File: src/planar_odometry_integrator_core_macros.svh
// Assertion macros for the planar odometry integrator.
`ifndef PLANAR_ODOMETRY_INTEGRATOR_CORE_MACROS_SVH
`define PLANAR_ODOMETRY_INTEGRATOR_CORE_MACROS_SVH

// consequence must hold in the same cycle as the antecedent
`define PDO_ASSERT_SAME(label, clk, rst_n, ante, cons) \
    label: assert property (@(posedge clk) disable iff (!rst_n) (ante) |-> (cons)) \
        else $error("pdo: same-cycle check failed");

// consequence must hold in the cycle after the antecedent
`define PDO_ASSERT_NEXT(label, clk, rst_n, ante, cons) \
    label: assert property (@(posedge clk) disable iff (!rst_n) (ante) |=> (cons)) \
        else $error("pdo: next-cycle check failed");

`endif

File: src/pdo_pkg.sv
// Shared constants, types and the CORDIC arctangent table for the odometry integrator.
package pdo_pkg;

    localparam int TRIG_BITS_DEF   = 16;
    localparam int CORDIC_ITERS    = 31;
    localparam int CORDIC_GAIN_Q30 = 652032874;
    localparam int MUL_W           = 33;

    typedef logic [4:0] t_iter;

    // arctangent of 2^-i in units of 2^-32 turn
    function automatic logic [31:0] atan_turn(input t_iter idx);
        logic [31:0] v;
        case (idx)
            5'd0:    v = 32'h20000000;
            5'd1:    v = 32'h12E4051E;
            5'd2:    v = 32'h09FB385B;
            5'd3:    v = 32'h051111D4;
            5'd4:    v = 32'h028B0D43;
            5'd5:    v = 32'h0145D7E1;
            5'd6:    v = 32'h00A2F61E;
            5'd7:    v = 32'h00517C55;
            5'd8:    v = 32'h0028BE53;
            5'd9:    v = 32'h00145F2F;
            5'd10:   v = 32'h000A2F98;
            5'd11:   v = 32'h000517CC;
            5'd12:   v = 32'h00028BE6;
            5'd13:   v = 32'h000145F3;
            5'd14:   v = 32'h0000A2FA;
            5'd15:   v = 32'h0000517D;
            5'd16:   v = 32'h000028BE;
            5'd17:   v = 32'h0000145F;
            5'd18:   v = 32'h00000A30;
            5'd19:   v = 32'h00000518;
            5'd20:   v = 32'h0000028C;
            5'd21:   v = 32'h00000146;
            5'd22:   v = 32'h000000A3;
            5'd23:   v = 32'h00000051;
            5'd24:   v = 32'h00000029;
            5'd25:   v = 32'h00000014;
            5'd26:   v = 32'h0000000A;
            5'd27:   v = 32'h00000005;
            5'd28:   v = 32'h00000003;
            5'd29:   v = 32'h00000001;
            5'd30:   v = 32'h00000001;
            default: v = 32'h00000000;
        endcase
        return v;
    endfunction

endpackage

File: src/pdo_mul.sv
// Shared registered signed multiplier used by the odometry sequencer.
module pdo_mul (
    input  logic                                 i_clk,
    input  logic signed [pdo_pkg::MUL_W-1:0]     i_a,
    input  logic signed [pdo_pkg::MUL_W-1:0]     i_b,
    output logic signed [2*pdo_pkg::MUL_W-1:0]   o_p
);

    logic signed [2*pdo_pkg::MUL_W-1:0] r_p;

    always_ff @(posedge i_clk) begin
        r_p <= i_a * i_b;
    end

    assign o_p = r_p;

endmodule

File: config.mk
export PLATFORM = sky130hd
export DESIGN_NAME = pdo_mul
export DESIGN_NICKNAME = d
export VERILOG_FILES = /design/src/planar_odometry_integrator_core_macros.svh /design/src/pdo_pkg.sv /design/src/pdo_mul.sv
export SDC_FILE = /design/constraint.sdc
export NUM_CORES = 2
export LEC_CHECK = 0
export BUFFER_PORTS_ARGS = -buffer_cell sky130_fd_sc_hd__buf_2
export CAP_MARGIN = 20
export CORE_MARGIN = 5
export CORE_UTILIZATION = 30
export DETAILED_ROUTE_END_ITERATION = 8
export PLACE_DENSITY_LB_ADDON = 0.3
export SETUP_SLACK_MARGIN = 0.5
export SLEW_MARGIN = 25
export SYNTH_ARGS = -nofsm -noshare
export SYNTH_HDL_FRONTEND = slang
export SYNTH_SLANG_ARGS = --single-unit
File: constraint.sdc
create_clock -name i_clk -period 12.8 [get_ports i_clk]
set_input_delay 1.28 -clock i_clk [delete_from_list [all_inputs] [get_ports i_clk]]
set_output_delay 1.28 -clock i_clk [all_outputs]
set_load 0.02 [all_outputs]
Word level (Yosys, flattened, before mapping)
Index checks and enable logic that the tools add are counted.
{ "classes": {"n_mul": 1, "add_sub_neg": 0, "mux": 0, "n_div": 0, "n_eq_ne": 0, "reduce_logical": 0, "n_shift": 0, "magnitude_cmp": 0, "n_bitwise": 0} }
{ "ops": {"columns": ["op", "n"], "rows": [
  ["$mul A33 B33 Y66", 1]
]} }
{ "totals": {"latchBits": 0, "mem_count": 0, "ram_bits": 0, "romBits": 0, "reg_bits": 66, "inputBits": 67, "out_inout_bits": 66, "word_cells": 2} }

Logic depth before layout (Yosys ltp)
{ "logic_depth": {"word_depth": 1, "mapped_depth": 27, "mapped_depth_nobuf": 26} }

Least setup slack after synthesis
Ideal clock, no wire load.
{ "synth_timing": {"path_type": "input to register", "from": "input i_a[32] in the netlist's numbering", "to": "register r_p, in the netlist o_p[62]", "setup_ps": 79, "path_slack_ps": 4284, "required_ps": 12721, "stages": 23, "arrival_ps": 8437, "n_path_buf": 2, "path_cell_list": "clkbuf_1 -> nand2_1 -> inv_1 -> fa_1 -> fa_1 -> fa_1 -> fa_1 -> fa_1 -> fa_1 -> fa_1 -> inv_1 -> fa_1 -> inv_1 -> ha_1 -> clkbuf_1 -> and3_1 -> nand3_1 -> nand2b_1 -> a2111oi_4 -> a211oi_4 -> a21o_2 -> a21o_1 -> a211oi_2"} }
{ "synth_between": {"elab_chain_cells": 1} }
{ "synth_rtl": {"columns": ["item", "line", "source"], "rows": [
  ["from (decl)", "pdo_mul.sv:4", "input logic signed [pdo_pkg::MUL_W-1:0] i_a,"],
  ["$mul A33 B33 Y66", "pdo_mul.sv:12", "r_p <= i_a * i_b;"],
  ["to (signal assigned)", "pdo_mul.sv:12", null],
  ["to (decl)", "pdo_mul.sv:9", "logic signed [2*pdo_pkg::MUL_W-1:0] r_p;"]
]} }
Every way passes these cells.

Worst setup path after layout
{ "layout_timing": {"from": "input i_b[9] in the netlist's numbering", "to": "register r_p, in the netlist o_p[34]"} }
{ "layout_between": {"elab_chain_cells": 1} }
{ "layout_rtl": {"columns": ["item", "line", "source"], "rows": [
  ["from (decl)", "pdo_mul.sv:5", "input logic signed [pdo_pkg::MUL_W-1:0] i_b,"],
  ["$mul A33 B33 Y66", "pdo_mul.sv:12", null]
]} }
Every way passes these cells.

==> impl_metrics.env <==
export IMPL_cts_reportedPaths_clkPinSlew_ps=60
export IMPL_hold_depth=3
export IMPL_synth_flop_cell="dfxtp_1"
export IMPL_tightest_slew_ps=1050
export IMPL_hold_viol_final=0
export IMPL_setup_viol=0
export IMPL_drt_wl_total_um=116000
export IMPL_grt_max_degree=34
export IMPL_crit_type="input port to register"
export IMPL_cts_sinks=66
export IMPL_grt_pass1_wl_um=187000
export IMPL_met3WireLength_um=7070
export IMPL_crit_fanout=33
export IMPL_antenna_found_initial=11
export IMPL_ctsHoldBuffers=0
export IMPL_cpMaxStageDelayCell="a21oi_1"
export IMPL_fill_cells=14200
export IMPL_endpoint_kind="register"
export IMPL_min_to="o_p[0]"
export IMPL_synth_top_area_share_pct=56.3
export IMPL_cts_tree="built"
export IMPL_slew_viol_final=0
export IMPL_synth_edff_count=0
export IMPL_slew_headroom_pct=30.2
export IMPL_cp_required_ps=13110
export IMPL_crit_path_cell_trace="buf_2 -> and2_1 -> fa_1 -> fa_1 -> inv_1 -> fa_1 -> inv_1 -> fa_1 -> fa_1 -> fa_1 -> fa_1 -> inv_1 -> fa_1 -> inv_1 -> ha_1 -> a21oi_1 -> nand2_1 -> or3_1 -> o31ai_4 -> o21ai_0 -> xor2_1"
export IMPL_layout_drive_gt1_share_pct=5.05
export IMPL_final_antenna_net_count=0
export IMPL_cts_resized=0
export IMPL_fp_dieArea_um2=143000
export IMPL_dp_hpwl_um=96200
export IMPL_avgRoutedWirePerCell_um=19.0
export IMPL_place_area_um2=43000
export IMPL_netlist_area_um2=40700
export IMPL_yosysMostFrequentCell="fa_1"
export IMPL_cap_viol_max_count=0
export IMPL_wl_met2_um=58900
export IMPL_max_stage_delay_ps=790
export IMPL_synthesis_nets=5767
export IMPL_met1_length_um=47300
export IMPL_ys_types=80
export IMPL_num_rows=135
export IMPL_grt_overflow=0
export IMPL_grt_pass1_vias=31900
export IMPL_async_flop_share_pct=0
export IMPL_io_pins=133
export IMPL_grt_usage_pct=17.1
export IMPL_tns_ps=0
export IMPL_outcome="completed"
export IMPL_portBuffers=132
export IMPL_viasPerCell=4.61
export IMPL_dp_cells=6059
export IMPL_clockBufferDepth=2
export IMPL_hold_path_class="input port to register"
export IMPL_fin_crit_sh_pct=72.7
export IMPL_die_h_um=378
export IMPL_top_layer_used="met5"
export IMPL_largest_reg_flops=66
export IMPL_synth_seq_area_share_pct=3.24
export IMPL_synthTopCellsByCount="fa_1 (1,145), inv_1 (1,131), and2_1 (562), nand2_1 (551), ha_1 (217)"
export IMPL_hold_start="i_b[0]"
export IMPL_fin_crit_ps=9310
export IMPL_yosysWarnings=0
export IMPL_initial_core_util_pct=30.1
export IMPL_synth_seq_cells=66
export IMPL_nets=5718
export IMPL_syn_avg_cell_area_um2=9.39
export IMPL_place_congestion=0.948
export IMPL_synth_area_leaders="fa_1 (56%), inv_1 (10%), and2_1 (8.6%)"
export IMPL_dr_pass1_iters=5
export IMPL_cts_htree_levels=3
export IMPL_rsz0062_at_grt="no"
export IMPL_area_growth_pct=6.45
export IMPL_cts_root_buf="clkbuf_16"
export IMPL_drt_iter0_markers=1331
export IMPL_stdcell_area_um2=43400
export IMPL_num_vias=28100
export IMPL_post_cts_buffers=0
export IMPL_critPathMostFrequentCell="fa_1"
export IMPL_die_w_um=378
export IMPL_fin_cells=6082
export IMPL_fmax_mhz=107
export IMPL_startpoint_type="input port"
export IMPL_synth_cells=4338
export IMPL_core_um2=135000
export IMPL_drc=0
export IMPL_yosys_area_top_type="fa_1"
export IMPL_cp_arrival_ps=9620
export IMPL_cts_buffers=9
-- per-layer routing --
layer	vias to the layer above	track usage, %
met3	126	3.58
li1	12200	-
met4	2	3.86
met5	-	0
met2	630	30.0
met1	15100	21.6
-- cell usage in the layout (no fill, tap or decap), drive strengths merged, types with 6 or more instances in the layout --
cell,n
nand4,12
a21oi,61
a21o,38
a211o,6
nand2b,12
nor3,7
o21ai,33
ha,217
inv,1130
and3,6
nand2,551
nand3,26
dfxtp,66
xor2,25
clkbuf,9
xnor2,43
a31oi,9
diode,7
fa,1145
a211oi,11
o21bai,11
nor2,68
o31ai,7
buf,161
and2,563
o21a,6
-- metrics by stage --
| stage | utilization [%] | hold WS, ps | setup slack (ps) |
|---|---|---|---|
| floorplan | - | 1410 | 4280 |
| global placement | 31.8 | 1700 | 2940 |
| detailed placement | 31.8 | 1700 | 2950 |
| CTS | 32.1 | 1400 | 3390 |
| global route | 32.1 | 1460 | 3120 |
| finish | 32.1 | 1440 | 3490 |
-- worst max-delay path, delay by kind of cell --
family          cells  cell delay, ps
compound gates      3            1720
xor+xnor            1             280
simple gates        3            1030
fa+ha+maj           9            4310
buf+inv             5             950
-- area by class of cell --
class / instances / area, um^2 / area share [%]
antenna: 7 / 17.5 / 0.0404
clock buffer: 9 / 225 / 0.519
clock inverter: 7 / 118 / 0.271
inverter: 1131 / 4250 / 9.79
multi-input combinational: 2920 / 34300 / 79.2
sequential: 66 / 1320 / 3.05
tap: 1781 / 2230 / 5.14
timing repair buffer: 161 / 878 / 2.03
-- kinds of logic (layout without fill, tap and decap cells) --
kind of cell | after synthesis | after routing | synth area share, %
compound gates | 219 | 219 | 4.07
xor+xnor | 68 | 68 | 1.46
fa+ha+maj | 1362 | 1362 | 62.9
buf+inv | 1352 | 1308 | 12.5
flops | 66 | 66 | 3.24
other cells | 0 | 7 | 0
simple gates | 1271 | 1271 | 15.8
-- worst max-delay path by stage --
stage,startpoint,slack (ps),cells after the start,endpoint
2_1_floorplan,i_a[32],4280,23,o_p[62]
3_3_place_gp,i_b[6],2940,24,o_p[58]
3_5_place_dp,i_b[6],2950,24,o_p[58]
4_1_cts,i_b[6],3390,24,o_p[58]
5_1_grt,i_b[9],3120,22,o_p[53]
6_report,i_b[9],3490,21,o_p[34]
Power is left out: the tool's default activity adds up to more than one toggle a clock period on the data nets, which glitch-free logic cannot reach.
